**config.mk**
```make
export PLATFORM = sky130hd
export DESIGN_NAME = spi_routed_transfer_framer_unit
export DESIGN_NICKNAME = d
export VERILOG_FILES = /design/src/rtl/srtf_pkg.sv /design/src/rtl/srtf_frame.sv /design/src/rtl/spi_routed_transfer_framer_unit.sv
export SDC_FILE = /design/constraint.sdc
export NUM_CORES = 1
export LEC_CHECK = 0
export BUFFER_PORTS_ARGS = -buffer_cell sky130_fd_sc_hd__buf_4
export CORE_ASPECT_RATIO = 0.7
export CORE_MARGIN = 3
export CORE_UTILIZATION = 55
export DETAILED_ROUTE_END_ITERATION = 8
export PLACE_DENSITY_LB_ADDON = 0.3
export SETUP_SLACK_MARGIN = 0.5
export SLEW_MARGIN = 10
export SYNTH_ARGS = -nofsm -noshare
export SYNTH_HDL_FRONTEND = slang
export SYNTH_HIERARCHICAL = 1
export SYNTH_SLANG_ARGS = --single-unit
export TNS_END_PERCENT = 50
```
**constraint.sdc**
```tcl
create_clock -name i_clk -period 5.5 [get_ports i_clk]
set_clock_uncertainty 0.1 [all_clocks]
set_input_delay 1.1 -clock i_clk [delete_from_list [all_inputs] [get_ports i_clk]]
set_output_delay 1.1 -clock i_clk [all_outputs]
set_load 0.01 [all_outputs]
```
**src/rtl/srtf_pkg.sv**
```systemverilog
// Package with the payload types, queue entry type and constants of the routed SPI framer.
package srtf_pkg;

    // Configuration port geometry: one route id register per chip select.
    localparam int CFG_NUM_REGS = 4;
    localparam int CFG_IDX_W    = 2;
    localparam int ROUTE_W      = 8;

    // Header constants.
    localparam logic [7:0] LONG_MARK    = 8'h80;
    localparam logic [7:0] ZERO_BYTE    = 8'h00;
    localparam logic [2:0] SHORT_EXTRA  = 3'd3;
    localparam logic [2:0] LONG_EXTRA   = 3'd5;
    localparam logic [2:0] DIRECT_EXTRA = 3'd0;

    // One accepted input item.
    typedef struct packed {
        logic [7:0]  data_byte;
        logic [15:0] transfer_length;
        logic [1:0]  cs_sel;
        logic        final_transfer;
        logic        last_byte;
    } t_in_item;

    // One delivered result word.
    typedef struct packed {
        logic [15:0] word;
        logic [16:0] byte_count;
        logic        last_word;
    } t_out_item;

    // Words produced by one input item: one or two words sharing a byte count.
    // The fin flag marks the final word of the entry as the end of the transfer.
    typedef struct packed {
        logic [15:0] w0;
        logic [15:0] w1;
        logic [16:0] byte_count;
        logic        two;
        logic        fin;
    } t_entry;

endpackage

```
**src/rtl/srtf_frame.sv**
```systemverilog
// Framing logic: header, payload pairing, trailer and padding for one byte per cycle while bytes are accepted.
module srtf_frame
    import srtf_pkg::*;
(
    input  logic                 i_clk,
    input  logic                 i_rst_n,
    input  logic                 i_accept,
    input  t_in_item             i_item,
    input  logic [ROUTE_W-1:0]   i_route,
    output logic                 o_push,
    output t_entry               o_entry
);

    logic [7:0] r_held_byte;
    logic       r_held_valid;
    logic       r_in_xfer;
    logic [7:0] n_held_byte;
    logic       n_held_valid;
    logic       n_in_xfer;

    logic        routed;
    logic        short_len;
    logic        first;
    logic        held_ok;
    logic        eff_last;
    logic [7:0]  hdr0;
    logic [2:0]  extra;
    logic [16:0] count;

    // Decode the item against the selected route.
    always_comb begin
        routed    = (i_route != '0);
        short_len = (i_item.transfer_length[15:7] == '0);
        first     = !r_in_xfer;
        held_ok   = r_held_valid && !first;
        // A long header forces the transfer to continue past the first byte.
        eff_last  = i_item.last_byte && !(first && routed && !short_len);
        hdr0      = {!i_item.final_transfer, i_route[6:0]};
        if (!routed) begin
            extra = DIRECT_EXTRA;
        end else if (short_len) begin
            extra = SHORT_EXTRA;
        end else begin
            extra = LONG_EXTRA;
        end
        count = {1'b0, i_item.transfer_length} + {14'd0, extra};
    end

    // Build the words of this item and the next framing state.
    always_comb begin
        o_push               = 1'b0;
        o_entry.w0           = '0;
        o_entry.w1           = '0;
        o_entry.byte_count   = count;
        o_entry.two          = 1'b0;
        o_entry.fin          = 1'b0;
        n_held_byte          = r_held_byte;
        n_held_valid         = r_held_valid;
        n_in_xfer            = r_in_xfer;

        if (first && routed) begin
            o_push = 1'b1;
            if (!short_len) begin
                // Long header: header byte (not-final flag, route bits 6:0), mark, then the 16-bit length.
                o_entry.w0   = {hdr0, LONG_MARK};
                o_entry.w1   = i_item.transfer_length;
                o_entry.two  = 1'b1;
                n_held_byte  = i_item.data_byte;
                n_held_valid = 1'b1;
            end else if (eff_last) begin
                // Single-byte transfer: header word, then the byte with a zero trailer.
                o_entry.w0   = {hdr0, i_item.transfer_length[7:0]};
                o_entry.w1   = {i_item.data_byte, ZERO_BYTE};
                o_entry.two  = 1'b1;
                o_entry.fin  = 1'b1;
                n_held_valid = 1'b0;
            end else begin
                o_entry.w0   = {hdr0, i_item.transfer_length[7:0]};
                n_held_byte  = i_item.data_byte;
                n_held_valid = 1'b1;
            end
        end else if (!eff_last) begin
            // Payload bytes pair up into words.
            if (held_ok) begin
                o_push       = 1'b1;
                o_entry.w0   = {r_held_byte, i_item.data_byte};
                n_held_valid = 1'b0;
            end else begin
                n_held_byte  = i_item.data_byte;
                n_held_valid = 1'b1;
            end
        end else begin
            // Final payload byte: close with trailer and padding as needed.
            o_push       = 1'b1;
            o_entry.fin  = 1'b1;
            n_held_valid = 1'b0;
            if (held_ok) begin
                o_entry.w0  = {r_held_byte, i_item.data_byte};
                o_entry.two = routed;
            end else begin
                o_entry.w0  = {i_item.data_byte, ZERO_BYTE};
            end
        end
        n_in_xfer = !eff_last;
    end

    // Held byte is payload and needs no reset.
    always_ff @(posedge i_clk) begin
        if (i_accept) begin
            r_held_byte <= n_held_byte;
        end
    end

    // Framing control state.
    always_ff @(posedge i_clk) begin
        if (!i_rst_n) begin
            r_held_valid <= 1'b0;
            r_in_xfer    <= 1'b0;
        end else if (i_accept) begin
            r_held_valid <= n_held_valid;
            r_in_xfer    <= n_in_xfer;
        end
    end

endmodule

```
**src/rtl/spi_routed_transfer_framer_unit.sv**
```systemverilog
// Top level of the routed SPI transfer framer: route registers, framing logic and output queue.
// An item's words are registered in the output queue. Throughput: one item per cycle unless
// the input stalls; an item yields zero, one or two words, one word per cycle leaves the block
// unless i_out_stall holds it, and a two-entry output queue absorbs the two-word items.
// The input stalls only while both queue entries are held and none retires this cycle.
// Reset (synchronous, active low) clears the route ids to zero, the framing state and the queue.
module spi_routed_transfer_framer_unit
    import srtf_pkg::*;
#(
    parameter int NUM_CHIP_SELECTS = 4
)
(
    input  logic                 i_clk,
    input  logic                 i_rst_n,
    input  logic                 i_cfg_we,
    input  logic [CFG_IDX_W-1:0] i_cfg_index,
    input  logic [ROUTE_W-1:0]   i_cfg_data,
    input  logic                 i_in_valid,
    output logic                 o_in_stall,
    input  t_in_item             i_in_data,
    output logic                 o_out_valid,
    input  logic                 i_out_stall,
    output t_out_item            o_out_data
);

    localparam int NUM_REGS = (NUM_CHIP_SELECTS < CFG_NUM_REGS) ? NUM_CHIP_SELECTS
                                                                 : CFG_NUM_REGS;

    logic [ROUTE_W-1:0] route_tab [CFG_NUM_REGS];
    logic [ROUTE_W-1:0] route;
    logic               in_accept;
    logic               push;
    t_entry             entry;

    t_entry     r_q [2];
    logic       r_wr_ptr;
    logic       r_rd_ptr;
    logic [1:0] r_cnt;
    logic       r_half;
    logic [1:0] n_cnt;
    logic       n_half;
    t_entry     head;
    logic       out_xfer;
    logic       pop;

    // Route id registers exist only for chip selects that are present; others read zero.
    for (genvar i = 0; i < CFG_NUM_REGS; i++) begin : g_route
        if (i < NUM_REGS) begin : g_reg
            logic [ROUTE_W-1:0] r_route;
            always_ff @(posedge i_clk) begin
                if (!i_rst_n) begin
                    r_route <= '0;
                end else if (i_cfg_we && (i_cfg_index == CFG_IDX_W'(i))) begin
                    r_route <= i_cfg_data;
                end
            end
            assign route_tab[i] = r_route;
        end else begin : g_none
            assign route_tab[i] = '0;
        end
    end

    assign route = route_tab[i_in_data.cs_sel];

    // Queue head and handshake.
    assign head        = r_q[r_rd_ptr];
    assign o_out_valid = (r_cnt != 2'd0);
    assign out_xfer    = o_out_valid && !i_out_stall;
    assign pop         = out_xfer && (r_half == head.two);
    assign o_in_stall  = (r_cnt == 2'd2) && !pop;
    assign in_accept   = i_in_valid && !o_in_stall;

    // Output word selection.
    always_comb begin
        o_out_data.word       = r_half ? head.w1 : head.w0;
        o_out_data.byte_count = head.byte_count;
        o_out_data.last_word  = head.fin && (r_half == head.two);
    end

    srtf_frame u_frame (
        .i_clk    (i_clk),
        .i_rst_n  (i_rst_n),
        .i_accept (in_accept),
        .i_item   (i_in_data),
        .i_route  (route),
        .o_push   (push),
        .o_entry  (entry)
    );

    // Queue occupancy and word position within the head entry.
    always_comb begin
        n_cnt  = r_cnt + {1'b0, in_accept && push} - {1'b0, pop};
        n_half = r_half;
        if (pop) begin
            n_half = 1'b0;
        end else if (out_xfer) begin
            n_half = 1'b1;
        end
    end

    // Queue storage is payload and needs no reset.
    always_ff @(posedge i_clk) begin
        if (in_accept && push) begin
            r_q[r_wr_ptr] <= entry;
        end
    end

    // Queue control.
    always_ff @(posedge i_clk) begin
        if (!i_rst_n) begin
            r_wr_ptr <= 1'b0;
            r_rd_ptr <= 1'b0;
            r_cnt    <= 2'd0;
            r_half   <= 1'b0;
        end else begin
            if (in_accept && push) begin
                r_wr_ptr <= !r_wr_ptr;
            end
            if (pop) begin
                r_rd_ptr <= !r_rd_ptr;
            end
            r_cnt  <= n_cnt;
            r_half <= n_half;
        end
    end

    // A write into a full queue must coincide with the head entry retiring.
    a_no_overflow: assert property (@(posedge i_clk) disable iff (!i_rst_n)
        (in_accept && push && (r_cnt == 2'd2)) |-> pop)
        else $error("output queue overflow");

    // The second word position is only used on a held two-word entry.
    a_half_valid: assert property (@(posedge i_clk) disable iff (!i_rst_n)
        r_half |-> (o_out_valid && head.two))
        else $error("second word selected without a two-word entry");

    // A second word that waits under stall keeps its entry at the head.
    a_half_holds: assert property (@(posedge i_clk) disable iff (!i_rst_n)
        (r_half && i_out_stall) |=> (r_half && $stable(r_rd_ptr)))
        else $error("second word lost while stalled");

    // Reset leaves the queue empty.
    a_reset_empty: assert property (@(posedge i_clk)
        !i_rst_n |=> ((r_cnt == 2'd0) && !r_half))
        else $error("queue not empty after reset");

endmodule

```
* Word-level counts from Yosys, hierarchy flattened
Memory sizes are Yosys's and may differ from the RTL's. A register that Yosys moved wholly into a read port is not among the register bits.
Cells that the tools add are included.
** Word-level totals
- Word-level logic and storage cells :: 92
- Input bits :: 43
- Output and inout port bits :: 36
- Bits in writable memories :: 102
- Bits in registers :: 47
- Memories :: 1
** Memory list
- r_q :: words 2, bits a word 51, rd ports 1, clocked after memory_dff 1, wr ports 1, line spi_routed_transfer_framer_unit.sv:35 : t_entry r_q [2];
** Cells by class
- Mux-type cells :: 36
- Eq/ne operators :: 8
- $add $sub $neg :: 3
- $lt $le $gt $ge :: 1
- Reductions and logical operators :: 30
- Bitwise operators :: 2
** Operators with widths (count)
- 16-bit 2-to-1 mux :: 7
- 8-bit 2-to-1 mux :: 7
- 24-bit 2-to-1 mux :: 1
- 16-bit by 3-bit adder with 17-bit output :: 1
- 8-bit binary-select mux with 2-bit select :: 1
- 1-bit 2-to-1 mux :: 15
- 1-bit logical AND :: 14
- 1-bit zero test :: 10
- 9-bit zero test :: 1
- 8-bit nonzero test :: 1
- 2-bit == test (second input constant) :: 3
- 2-bit 2-to-1 mux :: 3
- 3-bit 2-to-1 mux :: 2
- 2-bit != test (second input constant) :: 3
- 4-bit AND reduction :: 1
- 3-bit >= comparator (second input constant) :: 1
- 2-bit inverter with 3-bit output :: 1
- 2-bit by 1-bit adder with 2-bit output :: 1
- 2-bit by 1-bit == test with 1-bit output (second input constant) :: 1
- 2-bit zero test :: 1
- 2-bit nonzero test :: 1
- 2-bit OR reduction :: 1
- 2-bit by 1-bit subtractor with 2-bit output :: 1
- 1-bit == test :: 1
- 1-bit inverter :: 1

* Logic depth before layout (Yosys ltp)
Gate-level depths: netlist of the first run.
- Depth in word-level cells :: 14
- Mapped depth :: 13
- Depth with buffers taken out :: 11

* Modules after synthesis
Netlist of the first run, hierarchy kept.
** Modules (own cells, without submodules)
- spi_routed_transfer_framer_unit :: instances 1, cells each 305, seq. area each 3823.7 µm², area each 5343.9 µm²
- srtf_frame :: instances 1, cells each 144, seq. area each 280.3 µm², area each 1169.9 µm²

* Worst setup path before layout of the first run
Ideal clock, no wire load.
- Kind :: input -> register
- Start :: input port i_in_data[2] (netlist name)
- End :: memory r_q[0][0] (netlist name) (enable)
- Stages :: 7
- Path buffers :: 2
- Arrival time :: 3.879 ns
- Setup slack :: 1.043 ns
- Library setup time :: 0.478 ns
- Data required time :: 4.922 ns
- Path through :: clkbuf_1 -> mux4_2 -> nor4_1 -> a21oi_1 -> clkbuf_1 -> or3_1 -> and4_1
** On the way
- Word-level cells in the longest chain between the ends :: 14
** Ends and longest elaborated chain
- from (decl) :: line spi_routed_transfer_framer_unit.sv:20 : input t_in_item i_in_data,
- 2-bit inverter with 3-bit output (implied by the code) * :: line spi_routed_transfer_framer_unit.sv:63 : assign route = route_tab[i_in_data.cs_sel];
- 8-bit binary-select mux with 2-bit select * :: line spi_routed_transfer_framer_unit.sv:63
- 8-bit 2-to-1 mux (implied by the code) * (2 in a row) :: line spi_routed_transfer_framer_unit.sv:63
- net route[0] :: line spi_routed_transfer_framer_unit.sv:30 : logic [ROUTE_W-1:0] route;
- 8-bit nonzero test * :: line srtf_frame.sv:32 : routed = (i_route != '0);
- 1-bit logical AND * :: line srtf_frame.sv:37, srtf_frame.sv:61
- 1-bit logical AND :: line srtf_frame.sv:37 : eff_last = i_item.last_byte && !(first && routed && !short_len);
- 1-bit zero test :: line srtf_frame.sv:37
- 1-bit logical AND :: line srtf_frame.sv:37
- 1-bit 2-to-1 mux :: line srtf_frame.sv:82 : end else if (!eff_last) begin
- 1-bit 2-to-1 mux * :: line srtf_frame.sv:61 : if (first && routed) begin
- net push :: line spi_routed_transfer_framer_unit.sv:32 : logic push;
- 1-bit logical AND * :: line spi_routed_transfer_framer_unit.sv:103 : if (in_accept && push) begin
- 1-bit 2-to-1 mux * :: line spi_routed_transfer_framer_unit.sv:103
- 1-bit 2-to-1 mux (implied by the code) * :: line spi_routed_transfer_framer_unit.sv:104 : r_q[r_wr_ptr] <= entry;
- to (decl) :: line spi_routed_transfer_framer_unit.sv:35
The timed path passes the listed nets; every way through them passes the cells marked *. The select of a mux whose other input is x is not followed.

==> impl.org, run 1 <==
** Run status
- Run status :: finished clean

** Pwr
- Total power divided by cell area :: around 430 nW/um^2
- IR analysis of the VDD net gives a maximum drop of approximately 0.40 mV.
- Leakage power total :: between 0.003 and 0.004 uW
- Total Power :: about 3300 uW

** Clock tree
- Hold_buf cts :: 0
- Gates resized during post-CTS repair numbered 0.
- Clock root buffer master :: clkbuf_16
- TritonCTS clock tree :: done
- Cts bufs inserted :: 17
- The clock net in this run drives a total of 150 sinks.
- Buffers inserted by post-CTS timing repair :: 0
- Largest buffer count on any clock path :: 2
- After clock tree synthesis, the clock-pin slew on the worst setup and hold paths is ~60 ps.
- The later pin in the worst-skew pair is clocked with a latency of between 400 and 500 ps.
- The H-tree was split into 4 levels.

** Placed design
- Input and output buffers added on the ports amount to 78.
- Final estimated routing congestion in global placement :: about 0.84
- Detailed placement ended at an HPWL of 9730 um.
- Dpl cell area :: approximately 7200 sq um

** Timing
- The number of max-slew violations in the final report came to 0.
- Derived from the worst setup path, the maximum achievable clock frequency is 235 MHz.
- Final Setup Violations :: 0
- Relative slew slack :: between 20 and 30%
- Minimum clock period :: about 4300 ps
- After routing, the total negative slack on setup checks comes to 0 ps.
- Final-report hold violation count :: 0
- Share of the clock period used by the worst path after layout :: roughly 77%
- Worst slew pin tran :: between 1000 and 1500 ps
- Hold is met by 401 ps.
- RSZ-0062 raised after global routing :: no

** Finish
- Compared with the post-synthesis result, the final layout area differs by 19.3%.
- Number of nets in the layout :: 576
- Once layout is done, the placed cells without fillers occupy slightly below 8000 sq um.
- Fraction of layout instances using a drive strength above 1 :: between 20 and 30%
- FILL cells :: 777
- The number of antenna diodes in the final layout is 0.

** Synth
- Post-synth top cells :: 110 x edfxtp_1, 43 x nor2_1, 40 x dfxtp_1
- The synthesized netlist occupies a cell area of around 6500 sq um.
- For this run, the leading register cell type out of synthesis is edfxtp_1.
- In the synthesized netlist, the number of instances is approximately 450.
- Synth Register Bits :: 150
- In this run, synthesis inferred 110 flip-flops with an integrated enable.
- Synthesized Nets :: roughly 500
- Of all cell types, the one taking the most synthesized area is edfxtp_1.
- Post-synth ARST share :: 0%
- Sequential-to-total area share from yosys stat :: a little over three fifths
- The synthesized design devotes to its leading area cell type between 50% and 60% of total area.
- By area the synthesized netlist is led by edfxtp_1 51%, dfxtp_1 12%, mux4_2 8.3%, mux2i_1 5.1%, mux2_2 2.9%.
- Warning count from the yosys run :: 6
- The number of different library cells used by synthesis comes to 47.
- Post-Syn Area per Cell :: 14.5 sq um
- Top-count cell post-synth :: edfxtp_1

** Routing
- Ratio of routed vias to standard cells :: between 5 and 6
- WL per Instance :: 20.7 um
- For this run, the detailed router's first-pass iteration total came to 5.
- Total via count after detailed routing :: roughly 4100
- In this run the remaining antenna-violating nets after routing total 0.
- Total DRC errors in the routed layout :: 0
- The final layout contains routed wiring with a total length of 14400 um.
- Initial DRC count :: ~440

** Die
- Die area :: between 10000 and 15000 sq um
- The floorplan step set the die width to 136 um.
- Core outline area :: between 10000 and 15000 sq um
- Measured along the y axis, the die boundary spans a little under 100 um.
- Starting utilization of the core area :: a little under 60%
- Top-level I/O count :: 79
- Total number of placement rows :: 32

** Setup path
- The signal on the critical path passes through buf_4 -> mux4_2 -> nor4_1 -> nand2_1 -> ha_1 -> fa_1 -> a21oi_1 -> nor3b_1 -> nand3_1 -> xnor2_1.
- At the worst endpoint, the required time is about 5600 ps.
- Slack of the worst reg-to-reg path :: 1820 ps
- Worst path top cell family by delay :: simple AND/OR/NAND/NOR gates
- Number of buffer and inverter instances along the worst setup path :: 1
- Along the worst path, the maximum fanout reaches 8.
- Slowest cell on the critical path :: a21oi_1
- Data arrives at the worst endpoint at approximately 4300 ps.
- For this run, the slowest stage of the critical path takes approximately 590 ps.
- The critical path is of the in2reg type.
- Crit. End Element :: flip-flop
- Nature of the critical path startpoint :: primary input

** Global routing
- Global routing used 22.4% of the available tracks.
- Grt total ovfl :: 0
- The via count of the first global-routing pass is around 4000.
- Entering global routing, the biggest net connects 52 pins.
- Antenna violations before repair :: 0
- The first global-routing pass estimated 22300 um of wire.

** Min path
- Min-Delay Path Class :: reg2reg

** Job
- The tool flagged a number of max-cap violations equal to 0.
[power by group]
part	switching [uW]	internal, uW	leakage (uW)
registers	68.4	1430	0.00136
logic	427	370	0.00139
clock network	436	616	0.000267
total	931	2420	0.00301
[layout by cell type, fill, tap and decap left out, types with 6 or more instances in the layout]
cell | synthesis | routed
edfxtp_1 | 110 | 110
buf_4 | 0 | 83
nor2_1 | 43 | 43
dfxtp_1 | 40 | 39
mux2i_1 | 33 | 33
mux4_2 | 24 | 24
nand2_1 | 19 | 19
mux2_2 | 17 | 17
clkbuf_16 | 0 | 17
a21oi_1 | 15 | 14
and3_1 | 14 | 14
xor2_1 | 13 | 13
a32o_1 | 8 | 8
and2_1 | 7 | 7
nor3_1 | 7 | 7
o21ai_1 | 7 | 7
a22o_1 | 7 | 7
inv_1 | 6 | 6
[cell families (layout without fill, tap and decap cells)]
family,count (synthesis),after routing,synth area share [%]
AND/OR/NAND/NOR,120,120,9.62
flip-flops,150,150,63.0
buffers and inverters,31,121,2.02
adder cells (fa/ha/maj),6,6,1.27
AO/OA/AOI/OAI,50,50,5.36
multiplexers,74,74,16.3
XOR/XNOR,18,18,2.42
[state kept, by name (all words and copies together), names as in the netlist, named ones only]
signal and cells:
r_q 102, g_route.g_reg.r_route 32, u_frame/r_held_byte 8, r_cnt 2
r_half 1, r_rd_ptr 1, r_wr_ptr 1, u_frame/r_held_valid 1
u_frame/r_in_xfer 1
[routing by layer]
metal / vias up / part of all wire (%) / GRT usage [%]
li1: 1887 / - / -
met1: 2059 / 46 / 34.8
met2: 183 / 45 / 31.2
met3: 12 / 8.3 / 6.78
met4: 0 / 0.71 / 5.50
met5: - / 0 / 0
[area by class of cell]
class | instances | area [sq um] | share of cell area [%]
clock buffers | 18 | 429 | 5.52
clock inverters | 13 | 110 | 1.42
inverters | 7 | 26.3 | 0.338
multi-input cells | 268 | 2280 | 29.4
flip-flops and latches | 150 | 4110 | 52.8
well taps | 153 | 191 | 2.46
repair buffers | 83 | 623 | 8.02
[stage by stage]
step | utilization, % | std cells | setup slack, ps
floorplan | - | 449 | 1040
global placement | 64.0 | 661 | 919
detailed placement | 64.0 | 661 | 852
CTS | 68.8 | 692 | 1300
global route | 68.8 | 692 | 1020
finish | 68.8 | 692 | 1240
[worst register-to-register path, stage by stage, from the launching register on]
cell and delay (ps):
dfxtp_1 330, mux4_2 480, nor4_1 570, nand2_1 220
ha_1 290, fa_1 430, a21oi_1 590, nor3b_1 190
nand3_1 140, xnor2_1 90
[path summary, 6_finish.rpt]
path                            cells after the start                   startpoint                           to
worst max-delay path                               10                 i_in_data[2]                   r_q[1][10]
worst min-delay path                                2  g_route[0].g_reg.r_route[7]  g_route[0].g_reg.r_route[7]
worst max register to register                      9  g_route[2].g_reg.r_route[0]                   r_q[1][10]
worst min register to register                      2  g_route[0].g_reg.r_route[7]  g_route[0].g_reg.r_route[7]
No activity file was read; power rests on OpenSTA's default activity.
==> run 2: changes to the inputs <==
==> constraint.sdc (replaced) <==
create_clock -name i_clk -period 4.3 [get_ports i_clk]
set_clock_uncertainty 0.1 [all_clocks]
set_input_delay 0.86 -clock i_clk [delete_from_list [all_inputs] [get_ports i_clk]]
set_output_delay 0.86 -clock i_clk [all_outputs]
set_load 0.01 [all_outputs]
==> impl.org, run 2 (synthesis results as in run 1) <==
** Pwr
- The leakage dissipation is 0.00303 uW (was 0.00301 uW).
- The maximum ir drop on the vdd rail is 0.404 mV (about the same).
- Internal power :: 3120 uW (was 2420 uW)
- Total power divided by cell area :: 557 nW/um^2 (was 431 nW/um^2)
- Fraction of power consumed by combinational cells :: 24.1% (was 23.8%)
- Switching fraction of total power :: 28.5% (was 27.8%)
- The proportion of power drawn by flip-flops and latches came to 43.5% (was 44.8%).
- The overall power after layout is 4360 uW (was 3350 uW).
- The part of the power in the clock network came to 32.4% (was 31.4%).
- The switching power of the nets was 1240 uW (was 931 uW).

** Clock tree
- The CTS tree is done (unchanged).
- The buffer type at the clock tree root was clkbuf_16 (unchanged).
- Cts bufs inserted :: 17 (unchanged)
- Sink Count :: 150 (unchanged)
- The number of H-tree levels is 4 (unchanged).
- Resized Gates After CTS :: 0 (unchanged)
- The number of buffers added for setup after CTS is 0 (unchanged).
- Largest buffer count on any clock path :: 2 (unchanged)
- Clk slew on worst S/H paths :: 60 ps (about the same)
- Latest clock arrival within the worst-skew pair :: 420 ps (was 410 ps)
- Hold_buf cts :: 0 (unchanged)

** Min path
- The worst hold-check path type was reg2reg (unchanged).
- The launch instance of the worst min-delay path is g_route[0].g_reg.r_route[7] (unchanged).
- The worst hold endpoint is g_route[0].g_reg.r_route[7] (unchanged).
- The number of instances on the worst hold path is 2 (unchanged).

** Routing
- The via count is 4193 (was 4141).
- The first-pass iteration count of the detailed router was 5 (unchanged).
- The final wirelength was 14600 um (was 14400 um).
- Total DRC errors in the routed layout :: 0 (unchanged)
- WL per Instance :: 20.9 um (was 20.7 um)
- Initial DRC count :: 385 (was 435)
- Ratio of routed vias to standard cells :: 6.02 (was 5.98)
- The remaining antenna violation count was 0 (unchanged).

** Setup path
- The library cell contributing the largest single delay on the critical path is mux4_2 (was a21oi_1).
- The end of the worst register-to-register path is r_q[0][10] (was r_q[1][10]).
- Data required, critical path :: 4360 ps (was 5550 ps)
- The cell that appears most often on the critical path is buf_4.
- Number of buffer and inverter instances along the worst setup path :: 2 (was 1)
- CP Class :: in2reg (unchanged)
- The launching element of the worst setup path was i_in_data[2] (unchanged).
- The kind of capture point of the worst setup path is a flip-flop (unchanged).
- The depth of the worst register-to-register path came to 10 (was 9).
- Crit-path cells :: buf_4 -> mux4_2 -> nor4_1 -> buf_4 -> nand2_1 -> ha_1 -> fa_1 -> a21oi_2 -> nor3b_1 -> nand3_1 -> xnor2_1 (was buf_4 -> mux4_2 -> nor4_1 -> nand2_1 -> ha_1 -> fa_1 -> a21oi_1 -> nor3b_1 -> nand3_1 -> xnor2_1)
- The critical path launch point type is a primary input (unchanged).
- Slack of the worst reg-to-reg path :: 1040 ps (was 1820 ps)
- The data arrival time of the worst path is 3650 ps (was 4310 ps).
- Worst path top cell family by delay :: simple AND/OR/NAND/NOR gates (unchanged)
- The largest stage delay on the critical path is 530 ps (was 590 ps).
- The reg-to-reg critical path startpoint was g_route[3].g_reg.r_route[0] (was g_route[2].g_reg.r_route[0]).
- The biggest fanout along the worst timing path is 8 (unchanged).

** Die
- Die area :: 13200 sq um (unchanged)
- The core area came to 11300 sq um (unchanged).
- The I/O pin count was 79 (unchanged).
- The total number of placement rows was 32 (unchanged).
- Starting utilization of the core area :: 57.7% (unchanged)
- The horizontal die dimension was 136 um (unchanged).
- Chip Height :: 97.1 um (unchanged)

** Finish
- Count of non-filler cells in the finished layout :: 697 (was 692)
- Number of nets in the layout :: 580 (was 576)
- Fraction of layout instances using a drive strength above 1 :: 30.9% (was 29.9%)
- The flip-flop count of the largest register, all copies and words added is 102 (unchanged).
- Layout overhead on the synthesized area :: 20.3% (was 19.3%)
- Reg area :: 4110 sq um (unchanged)
- Top library cells by usage in the layout, fill and taps aside: 110 x edfxtp_1, 87 x buf_4, 43 x nor2_1 (was 110 x edfxtp_1, 83 x buf_4, 43 x nor2_1).
- Most frequent standard cell in the layout excluding fill and tap cells :: edfxtp_1 (unchanged)
- The largest register by flop count is r_q (unchanged).
- Registers with the highest flip-flop counts :: r_q: 102 flops, g_route.g_reg.r_route: 32 flops, u_frame/r_held_byte: 8 flops (unchanged)
- The multi-input combinational cell area was 2290 sq um (was 2280 sq um).
- The count of inserted antenna diode cells is 0 (unchanged).
- FILL cells :: 789 (was 777)

** Timing
- Share of the clock period used by the worst path after layout :: a little over four fifths
- RSZ-0062 raised after global routing :: no (unchanged)
- Final Setup Violations :: 0 (unchanged)
- The pin slew with the least headroom to its limit came to 1080 ps (was 1060 ps).
- Minimum clock period :: 3590 ps
- Fin. max-slew vios :: 0 (unchanged)
- The sum of negative setup slack is 0 ps (unchanged).
- The worst slew margin relative to its limit was 28.1% (was 29.4%).
- Final-report hold violation count :: 0 (unchanged)
- Static timing analysis puts the maximum clock frequency at ~280 MHz.

** Placed design
- PortBufs :: 78 (unchanged)
- Final estimated routing congestion in global placement :: 0.836 (was 0.840)
- The cell count after placement came to 665 (was 661).
- The sum of net half-perimeters after detailed placement came to 9760 um (was 9730 um).

** Global routing
- Maximum number of pins on one net before global-route repair :: 52 (unchanged)
- The total global-route track usage was 22.7% (was 22.4%).
- Antenna violations before repair :: 0 (unchanged)
- First-pass GRT wire length :: 22800 um (was 22300 um)
- The overflow left after global routing was 0 (unchanged).
- The via count of the first global-routing pass is 4142 (was 3959).

** Job
- The number of max-capacitance violations reported came to 0 (unchanged).

** Run status
- Run status: finished clean (unchanged).
[run 2: cell types whose count changed in the layout (fill, tap and decap cells not counted)]
cell        delta
clkinv_4       -2
buf_4          +4
a21oi_1        -1
clkinvlp_4     +4
clkbuf_1       -1
clkinv_2       -5
a21oi_2        +1
inv_6          +4
inv_8          +1
[run 2: worst max-delay path by stage]
stage	end	slack (ps)	depth (start not counted)
floorplan	r_q[0][10]	510	10
global placement	r_q[0][10]	400	11
detailed placement	r_q[1][10]	290	11
CTS	r_q[1][10]	740	11
global route	r_q[1][10]	580	11
finish	r_q[0][10]	710	11
[run 2: power by group through the flow]
stage | registers, uW | clock network, uW | logic [uW]
floorplan | 1900 | 0 | 628
global placement | 1910 | 0 | 1030
detailed placement | 1920 | 0 | 1050
CTS | 1900 | 1430 | 1060
global route | 1920 | 1490 | 1140
finish | 1900 | 1410 | 1050
[run 2: area by class of cell]
cell class	instances	area share, %
sequential	150	52.4
multi-input combinational	268	29.2
timing repair buffer	87	8.34
clock buffer	17	5.43
tap	153	2.44
clock inverter	15	1.84
inverter	7	0.335
[run 2: worst register-to-register path: stages, from the launching register on]
cell	delay (ps)
dfxtp_1	330
mux4_2	480
nor4_1	360
buf_4	190
nand2_1	100
ha_1	250
fa_1	450
a21oi_2	400
nor3b_1	150
nand3_1	130
xnor2_1	80
[run 2: stage by stage]
step | utilization (%) | hold slack [ps] | instance area, sq um | setup slack, ps
floorplan | - | 355 | 6520 | 509
global placement | 64.3 | 377 | 7260 | 398
detailed placement | 64.3 | 387 | 7260 | 289
CTS | 69.4 | 403 | 7830 | 740
global route | 69.4 | 436 | 7830 | 578
finish | 69.4 | 398 | 7830 | 710
[run 2: per-layer routing]
metal  track usage (%)  up-vias  share of wire [%]
met5                 0        -                  0
met4              5.81        0               0.89
met3              6.63       13                8.3
met2              33.2      192                 47
met1              33.8     2101                 44
li1                  -     1887                  -
